## src/hw/rtl/rhc_pkg.sv

```systemverilog
package rhc_pkg;

    localparam int COMP_W    = 8;
    localparam int HUE_W     = 13;
    localparam int PCT_W     = 11;

    localparam int HUE_SECTOR = 960;
    localparam int HUE_TURN   = 5760;
    localparam int PCT_SCALE  = 1600;
    localparam int COMP_FULL  = 255;

    localparam int DIV_DEN_W = COMP_W;
    localparam int DIV_Q_W   = 11;
    localparam int DIV_NUM_W = DIV_DEN_W + DIV_Q_W;

    localparam int                     BRI_RECIP_W = 30;
    localparam int                     BRI_SHIFT   = 27;
    localparam logic [BRI_RECIP_W-1:0] BRI_RECIP   = 30'd842152000;

    localparam logic [1:0] BASE_RED   = 2'd0;
    localparam logic [1:0] BASE_GREEN = 2'd1;
    localparam logic [1:0] BASE_BLUE  = 2'd2;
    localparam logic [1:0] BASE_TURN  = 2'd3;

    typedef logic [DIV_Q_W-1:0] div_en_t;

    typedef struct packed {
        logic [1:0] base;
        logic       neg;
    } hue_side_t;

    function automatic logic [HUE_W-1:0] hue_base(input logic [1:0] code);
        logic [HUE_W-1:0] val;
        case (code)
            BASE_RED:   val = '0;
            BASE_GREEN: val = HUE_W'(2 * HUE_SECTOR);
            BASE_BLUE:  val = HUE_W'(4 * HUE_SECTOR);
            BASE_TURN:  val = HUE_W'(HUE_TURN);
            default:    val = '0;
        endcase
        return val;
    endfunction

endpackage

```

## src/hw/rtl/rhc_div.sv

```systemverilog
module rhc_div (
    input  logic                            clk,
    input  rhc_pkg::div_en_t                en,
    input  logic [rhc_pkg::DIV_NUM_W-1:0]   num,
    input  logic [rhc_pkg::DIV_DEN_W-1:0]   den,
    output logic [rhc_pkg::DIV_Q_W-1:0]     quo,
    output logic                            rem_nz
);
    import rhc_pkg::*;

    logic [DIV_NUM_W-1:0] rem_reg [DIV_Q_W];
    logic [DIV_DEN_W-1:0] den_reg [DIV_Q_W];
    logic [DIV_Q_W-1:0]   quo_reg [DIV_Q_W];

    genvar k;
    generate
        for (k = 0; k < DIV_Q_W; k++)
        begin : g_step
            localparam int SH = DIV_Q_W - 1 - k;
            logic [DIV_NUM_W-1:0] rem_in;
            logic [DIV_DEN_W-1:0] den_in;
            logic [DIV_Q_W-1:0]   quo_in;
            logic [DIV_NUM_W-1:0] trial;
            logic [DIV_NUM_W-1:0] rem_next;
            logic [DIV_Q_W-1:0]   quo_next;

            if (k == 0)
            begin : g_first
                assign rem_in = num;
                assign den_in = den;
                assign quo_in = '0;
            end
            else
            begin : g_rest
                assign rem_in = rem_reg[k-1];
                assign den_in = den_reg[k-1];
                assign quo_in = quo_reg[k-1];
            end

            always_comb
            begin
                trial = DIV_NUM_W'(den_in) << SH;
                if (rem_in >= trial)
                begin
                    rem_next = rem_in - trial;
                    quo_next = quo_in | (DIV_Q_W'(1) << SH);
                end
                else
                begin
                    rem_next = rem_in;
                    quo_next = quo_in;
                end
            end

            always_ff @(posedge clk)
            begin
                if (en[k])
                begin
                    rem_reg[k] <= rem_next;
                    den_reg[k] <= den_in;
                    quo_reg[k] <= quo_next;
                end
            end
        end
    endgenerate

    assign quo    = quo_reg[DIV_Q_W-1];
    assign rem_nz = (rem_reg[DIV_Q_W-1] != '0);

endmodule

```

## src/hw/rtl/rgb_to_hsv_converter.sv

```systemverilog
// RGB to HSV pixel converter.
// Input stream s_*: one pixel per transfer, tdata = red, green, blue (8 bits each).
// Output stream m_*: one result per pixel, tdata = hue (13 bits, 1/16 degree),
// saturation (11 bits, 1/16 percent), brightness (11 bits, 1/16 percent).
// Results leave in the order pixels arrive; there is no other state.
// Throughput: one pixel per cycle while the receiver takes results. Two front
// stages find max, min, the numerators and the brightness (a reciprocal
// multiplication), eleven stages of restoring division give one hue and
// saturation quotient bit each, and the last stage forms the hue and holds
// the output register.
// When the receiver stalls, the output holds and empty stages ahead of it
// still fill, so s_tready drops only once every stage holds a pixel.
// Reset clears all stage valid bits; nothing in flight survives reset.
module rgb_to_hsv_converter (
    input  logic        clk,
    input  logic        rst_n,
    input  logic        s_tvalid,
    output logic        s_tready,
    input  logic [23:0] s_tdata,   // red[7:0], green[15:8], blue[23:16]
    output logic        m_tvalid,
    input  logic        m_tready,
    output logic [39:0] m_tdata    // hue[12:0], saturation[23:13], brightness[34:24], zero
);
    import rhc_pkg::*;

    localparam int NST  = DIV_Q_W + 3;
    localparam int DIV0 = 2;
    localparam int LAST = NST - 1;

    logic [NST-1:0] v_reg;
    logic [NST-1:0] en;

    always_comb
    begin
        for (int k = 0; k < NST; k++)
        begin
            en[k] = m_tready || (((~v_reg) >> k) != '0);
        end
    end

    assign s_tready = en[0];
    assign m_tvalid = v_reg[LAST];

    always_ff @(posedge clk or negedge rst_n)
    begin
        if (!rst_n)
        begin
            v_reg <= '0;
        end
        else
        begin
            if (en[0])
            begin
                v_reg[0] <= s_tvalid;
            end
            for (int k = 1; k < NST; k++)
            begin
                if (en[k])
                begin
                    v_reg[k] <= v_reg[k-1];
                end
            end
        end
    end

    logic [COMP_W-1:0] red;
    logic [COMP_W-1:0] green;
    logic [COMP_W-1:0] blue;

    assign red   = s_tdata[7:0];
    assign green = s_tdata[15:8];
    assign blue  = s_tdata[23:16];

    logic [COMP_W-1:0] mx_next;
    logic [COMP_W-1:0] mn_next;
    logic [COMP_W-1:0] diff_next;
    hue_side_t         side_next;

    always_comb
    begin
        if (red >= green && red >= blue)
        begin
            mx_next = red;
            mn_next = (green < blue) ? green : blue;
            if (green >= blue)
            begin
                side_next = '{base: BASE_RED, neg: 1'b0};
                diff_next = green - blue;
            end
            else
            begin
                side_next = '{base: BASE_TURN, neg: 1'b1};
                diff_next = blue - green;
            end
        end
        else if (green >= blue)
        begin
            mx_next = green;
            mn_next = (red < blue) ? red : blue;
            if (blue >= red)
            begin
                side_next = '{base: BASE_GREEN, neg: 1'b0};
                diff_next = blue - red;
            end
            else
            begin
                side_next = '{base: BASE_GREEN, neg: 1'b1};
                diff_next = red - blue;
            end
        end
        else
        begin
            mx_next = blue;
            mn_next = (red < green) ? red : green;
            if (red >= green)
            begin
                side_next = '{base: BASE_BLUE, neg: 1'b0};
                diff_next = red - green;
            end
            else
            begin
                side_next = '{base: BASE_BLUE, neg: 1'b1};
                diff_next = green - red;
            end
        end
    end

    logic [COMP_W-1:0] mx_a_reg;
    logic [COMP_W-1:0] d_a_reg;
    logic [COMP_W-1:0] diff_a_reg;
    hue_side_t         side_a_reg;

    always_ff @(posedge clk)
    begin
        if (en[0])
        begin
            mx_a_reg   <= mx_next;
            d_a_reg    <= mx_next - mn_next;
            diff_a_reg <= diff_next;
            side_a_reg <= side_next;
        end
    end

    logic [DIV_NUM_W-1:0]          num_h_b_reg;
    logic [DIV_DEN_W-1:0]          den_h_b_reg;
    logic [DIV_NUM_W-1:0]          num_s_b_reg;
    logic [DIV_DEN_W-1:0]          den_s_b_reg;
    logic [PCT_W-1:0]              bri_b_reg;
    hue_side_t                     side_b_reg;
    logic [COMP_W+BRI_RECIP_W-1:0] bri_prod;

    assign bri_prod = (COMP_W+BRI_RECIP_W)'(mx_a_reg) * (COMP_W+BRI_RECIP_W)'(BRI_RECIP);

    always_ff @(posedge clk)
    begin
        if (en[1])
        begin
            num_h_b_reg <= DIV_NUM_W'(diff_a_reg) * DIV_NUM_W'(HUE_SECTOR);
            den_h_b_reg <= (d_a_reg == '0) ? DIV_DEN_W'(1) : d_a_reg;
            num_s_b_reg <= DIV_NUM_W'(d_a_reg) * DIV_NUM_W'(PCT_SCALE);
            den_s_b_reg <= (mx_a_reg == '0) ? DIV_DEN_W'(1) : mx_a_reg;
            bri_b_reg   <= PCT_W'(bri_prod >> BRI_SHIFT);
            side_b_reg  <= side_a_reg;
        end
    end

    div_en_t             div_en;
    logic [DIV_Q_W-1:0]  quo_h;
    logic [DIV_Q_W-1:0]  quo_s;
    logic                nz_h;
    logic                nz_s;

    assign div_en = en[DIV0 +: DIV_Q_W];

    rhc_div u_div_hue (
        .clk    (clk),
        .en     (div_en),
        .num    (num_h_b_reg),
        .den    (den_h_b_reg),
        .quo    (quo_h),
        .rem_nz (nz_h)
    );

    rhc_div u_div_sat (
        .clk    (clk),
        .en     (div_en),
        .num    (num_s_b_reg),
        .den    (den_s_b_reg),
        .quo    (quo_s),
        .rem_nz (nz_s)
    );

    hue_side_t        hside_reg [DIV_Q_W];
    logic [PCT_W-1:0] bri_d_reg [DIV_Q_W];

    always_ff @(posedge clk)
    begin
        if (div_en[0])
        begin
            hside_reg[0] <= side_b_reg;
            bri_d_reg[0] <= bri_b_reg;
        end
        for (int k = 1; k < DIV_Q_W; k++)
        begin
            if (div_en[k])
            begin
                hside_reg[k] <= hside_reg[k-1];
                bri_d_reg[k] <= bri_d_reg[k-1];
            end
        end
    end

    logic [HUE_W:0]   hue_sum;
    logic [HUE_W-1:0] hue_reg;
    logic [PCT_W-1:0] sat_reg;
    logic [PCT_W-1:0] bri_reg;

    always_comb
    begin
        if (hside_reg[DIV_Q_W-1].neg)
        begin
            hue_sum = {1'b0, hue_base(hside_reg[DIV_Q_W-1].base)}
                      - (HUE_W+1)'(quo_h) - (HUE_W+1)'(nz_h);
        end
        else
        begin
            hue_sum = {1'b0, hue_base(hside_reg[DIV_Q_W-1].base)}
                      + (HUE_W+1)'(quo_h);
        end
    end

    always_ff @(posedge clk)
    begin
        if (en[LAST])
        begin
            hue_reg <= hue_sum[HUE_W-1:0];
            sat_reg <= PCT_W'(quo_s);
            bri_reg <= bri_d_reg[DIV_Q_W-1];
        end
    end

    assign m_tdata = {5'b0, bri_reg, sat_reg, hue_reg};

    logic unused_nz;
    assign unused_nz = nz_s;

    a_hue_range: assert property (@(posedge clk) disable iff (!rst_n)
        m_tvalid |-> hue_reg < HUE_W'(HUE_TURN))
        else $error("hue out of range");

    a_pct_range: assert property (@(posedge clk) disable iff (!rst_n)
        m_tvalid |-> (sat_reg <= PCT_W'(PCT_SCALE)) && (bri_reg <= PCT_W'(PCT_SCALE)))
        else $error("saturation or brightness out of range");

    a_black: assert property (@(posedge clk) disable iff (!rst_n)
        m_tvalid && bri_reg == '0 |-> sat_reg == '0 && hue_reg == '0)
        else $error("black pixel with nonzero hue or saturation");

    a_ready_empty: assert property (@(posedge clk) disable iff (!rst_n)
        !v_reg[LAST] |-> s_tready)
        else $error("input stalled with empty output stage");

    a_accept_fill: assert property (@(posedge clk) disable iff (!rst_n)
        s_tvalid && s_tready |=> v_reg[0])
        else $error("transfer accepted but front stage empty");

endmodule
```

## config.mk

```make
export PLATFORM = sky130hd
export DESIGN_NAME = rgb_to_hsv_converter
export DESIGN_NICKNAME = d
export VERILOG_FILES = /design/src/hw/rtl/rhc_pkg.sv /design/src/hw/rtl/rhc_div.sv /design/src/hw/rtl/rgb_to_hsv_converter.sv
export SDC_FILE = /design/constraint.sdc
export NUM_CORES = 1
export LEC_CHECK = 0
export ABC_AREA = 1
export BUFFER_PORTS_ARGS = -buffer_cell sky130_fd_sc_hd__buf_2
export CAP_MARGIN = 10
export CORE_MARGIN = 3
export CORE_UTILIZATION = 29
export CTS_CLUSTER_DIAMETER = 150
export DETAILED_ROUTE_END_ITERATION = 7
export GPL_TIMING_DRIVEN = 0
export PLACE_DENSITY = 0.39
export REMOVE_ABC_BUFFERS = 1
export SLEW_MARGIN = 30
export SYNTH_ARGS = -nofsm -noshare
export SYNTH_HDL_FRONTEND = slang
export SYNTH_SLANG_ARGS = --single-unit
```

## constraint.sdc

```tcl
create_clock -name clk -period 17 [get_ports clk]
set_input_delay 2.55 -clock clk [delete_from_list [all_inputs] [get_ports clk]]
set_output_delay 2.55 -clock clk [all_outputs]
set_load 0.02 [all_outputs]
```

==> qor.tcl <==
set qor(path_clk_slew_ps) 60
set qor(die_height_um) 415
set qor(min_period_over_period_pct) 54.1
set qor(largest_register_ff_count) 164
set qor(drc) 0
set qor(async_reset_ff_share_pct) 1.58
set qor(fin_nets) 5163
set qor(fraction_of_layout_instances_using_a_drive_strength_above_1_pct) 7.85
set qor(upper_clock_frequency_limit_mhz) 109
set qor(vias_per_cell) 4.39
set qor(first_global_vias) 31800
set qor(path_max_fanout) 30
set qor(io_buffer_count) 64
set qor(p_switching_w) 0.00483
set qor(run_status) {complete, no violations}
set qor(p_sw_share_pct) 39.9
set qor(tns_ps) 0
set qor(top_usage_layer) {met2}
set qor(area_grow_syn2layout_pct) 13.2
set qor(unrepaired_setup_endpoints_after_global_routing) {false}
set qor(timing.final.max_slew_violations) 0
set qor(holdCritPathClass) {flip-flop to flip-flop}
set qor(worst_pin_slew_ps) 830
set qor(ir_worst_vdd_mv) 0.0943
set qor(arrival_ps) 6650
set qor(first_pass_iters) 5
set qor(largest_buffer_count_on_any_clock_path) 3
set qor(route.final.wire_length_um) 102000
set qor(num_vias) 30600
set qor(number_of_nets_with_antenna_violations_after_routing) 0
set qor(worst-r2r-setup-slack_ps) 12590
set qor(die_width_um) 415
set qor(netlist_area_mm2) 0.0484
set qor(syn_area_per_cell_um2) 10.6
set qor(synth_cells) 4580
set qor(cts_hold_buf) 0
set qor(place.gp.congestion) 0.838
set qor(internal-power_w) 0.00729
set qor(report.final.setup_viol) 0
set qor(io-pin-count) 70
set qor(clock_power_share_pct) 17.6
set qor(yosys_warnings) 0
set qor(worstRegToRegCells) 11
set qor(synth_edf_count) 872
set qor(timing.clock.skew_ps) 37.6
set qor(grt_pass1_wl_um) 168000
set qor(synth_top_flop_cell) {edfxtp_1}
set qor(final-hold-violation-count) 0
set qor(synth_simple_gate_area_share_pct) 14.0
set qor(end_kind) {output port}
set qor(cts.htree.levels) 3
set qor(pre_cts_slack_ps) 6890
set qor(std_cell_rows) 149
set qor(largest_net_degree_at_the_start_of_global_routing) 74
set qor(synth-compound-area-share_pct) 8.85
set qor(grt.overflow.total) 0
set qor(clk_latency_ps) 700
set qor(antenna_found_initial) 1
set qor(cts.repair_timing.setup_buffer_count) 0
set qor(power_frac_comb_pct) 45.4
set qor(setup.worst_path.class) {primary input to output port}
set qor(post_drt_wl_per_cell_um) 14.6
set qor(synth.mux.area_fraction_pct) 0.0413
set qor(initial_utilization_pct) 29.3
set qor(power.density_mw_per_mm2) 221
set qor(timing.max_slew.rel_slack_pct) 44.5
set qor(min_period_ps) 9200
set qor(synthesis_stage_register_bit_count) 886
set qor(timing.hold.worst_path_depth) 0
set qor(groute.layer.met3.usage_pct) 1.64
set qor(inserted_clock_buffers) 103
set qor(grt_util_all_layers_pct) 12.0
set qor(grtUsageMet1_pct) 13.5
set qor(cap_violations) 0
set qor(detailedPlacementHpwl_um) 79200
set qor(ys_types) 68
set qor(grt_use_met2_pct) 22.7
set qor(drt_first_iter_violations) 1300
set qor(synth_adder_area_share_pct) 12.1
set qor(clock_tree.root_cell) {clkbuf_16}
set qor(fin_ws_ps) 7800
set qor(cts_sinks) 886
set qor(post_synth_xor_area_fraction_pct) 4.03
set qor(fp.coreArea_mm2) 0.165
set qor(critPathRequiredTime_ps) 14450
set qor(cp-start-kind) {primary input}
set qor(power.share.sequential_pct) 37.0
set qor(tritoncts) {done}
set qor(synth.yosys.seq_area_share_pct) 54.8
set qor(synth_top_family_by_area) {simple AND/OR/NAND/NOR gates}
set qor(dieArea_mm2) 0.172
set qor(number_of_gates_resized_after_cts) 0
set qor(power_leakage_nw) 23.1
final timing paths:
kind | to | start
min in group asynchronous | v_reg[12]$_DFFE_PN0P_ | rst_n
hold / removal | bri_d_reg[9][3]$_DFFE_PP_ | bri_d_reg[8][3]$_DFFE_PP_
setup reg to reg | side_a_reg[0]$_DFFE_PP_ | v_reg[13]$_DFFE_PN0P_
hold reg to reg | bri_d_reg[9][3]$_DFFE_PP_ | bri_d_reg[8][3]$_DFFE_PP_
setup / recovery | s_tready | m_tready
max in group asynchronous | v_reg[10]$_DFFE_PN0P_ | rst_n
kinds of logic after synthesis:
kind of cell	count (synthesis)
simple gates	1545
compound gates	745
flops	886
xor+xnor	223
fa+ha+maj	430
other cells	1
buf+inv	748
mux	2
cells in the mapped netlist, types with 17 or more instances:
master,number,area share (%)
xor2_1,144,2.6
nor2_4,17,0.40
nand3b_1,17,0.26
o21ai_0,236,2.4
nor3_1,48,0.50
inv_2,18,0.14
fa_1,64,2.6
nand4_1,52,0.67
xnor2_1,79,1.4
inv_1,667,5.2
a21o_1,31,0.48
nand2_1,849,6.6
ha_1,366,9.5
buf_2,28,0.29
o21ai_1,61,0.63
a21oi_1,273,2.8
or2_2,37,0.48
nand3_1,165,1.7
edfxtp_1,872,54
buf_4,18,0.28
o211ai_1,42,0.65
nor2_1,288,2.2
nor4_1,20,0.26
metal layers:
layer / vias to the layer above / wire length (µm)
met5: - / 0
met4: 0 / 3220
met3: 183 / 2780
met2: 336 / 53600
met1: 14200 / 42400
li1: 15900 / -
worst max-delay path, stage by stage:
cell     delay [ps]
buf_2            90
inv_1           130
nand3_4         390
nor2_2          470
nand2_8         210
nor2_4          250
nand2_8         100
nor2_4          200
nand3_4         320
nor2_4          350
nand4_4         520
inv_2           180
nand2_2         450
buf_2           370
placed cells by master, fill, tap and decap left out, drive strengths merged, types with 49 or more instances in the layout:
cell type,netlist,routed
edfxtp,872,872
nand2,869,869
inv,686,688
ha,366,366
nor2,312,312
o21ai,311,311
a21oi,288,288
nand3,172,172
xor2,144,144
clkbuf,4,127
xnor2,79,79
buf,57,77
fa,64,64
nand4,53,53
clkinv,1,51
nor3,49,49
power by group through the flow:
| stage | clock network [W] | registers (W) | logic [W] |
|---|---|---|---|
| finish | 0.00214 | 0.00449 | 0.00550 |
| global placement | 0 | 0.00459 | 0.00551 |
| floorplan | 0 | 0.00435 | 0.00425 |
| detailed placement | 0 | 0.00456 | 0.00558 |
| global route | 0.00234 | 0.00462 | 0.00640 |
| CTS | 0.00225 | 0.00452 | 0.00561 |
final cells by class:
| type | instances | area, µm² |
|---|---|---|
| antenna | 1 | 2.50 |
| clock buffer | 127 | 2710 |
| clock inverter | 62 | 589 |
| fill | 16600 | 111000 |
| inverter | 687 | 2600 |
| multi-input combinational | 2950 | 19000 |
| sequential | 886 | 26500 |
| tap | 2189 | 2740 |
| timing repair buffer | 77 | 648 |
through the flow:
step | hold WS [ps] | util (%) | instances | cell area (µm²) | total power, W
floorplan | 400 | - | 4523 | 48000 | 0.00860
global placement | 400 | 30.9 | 6776 | 51100 | 0.0101
detailed placement | 405 | 31.1 | 6788 | 51500 | 0.0101
CTS | 380 | 33.1 | 6977 | 54800 | 0.0124
global route | 393 | 33.1 | 6978 | 54800 | 0.0134
finish | 394 | 33.1 | 6979 | 54800 | 0.0121
Power figures use the tool's default switching activity.
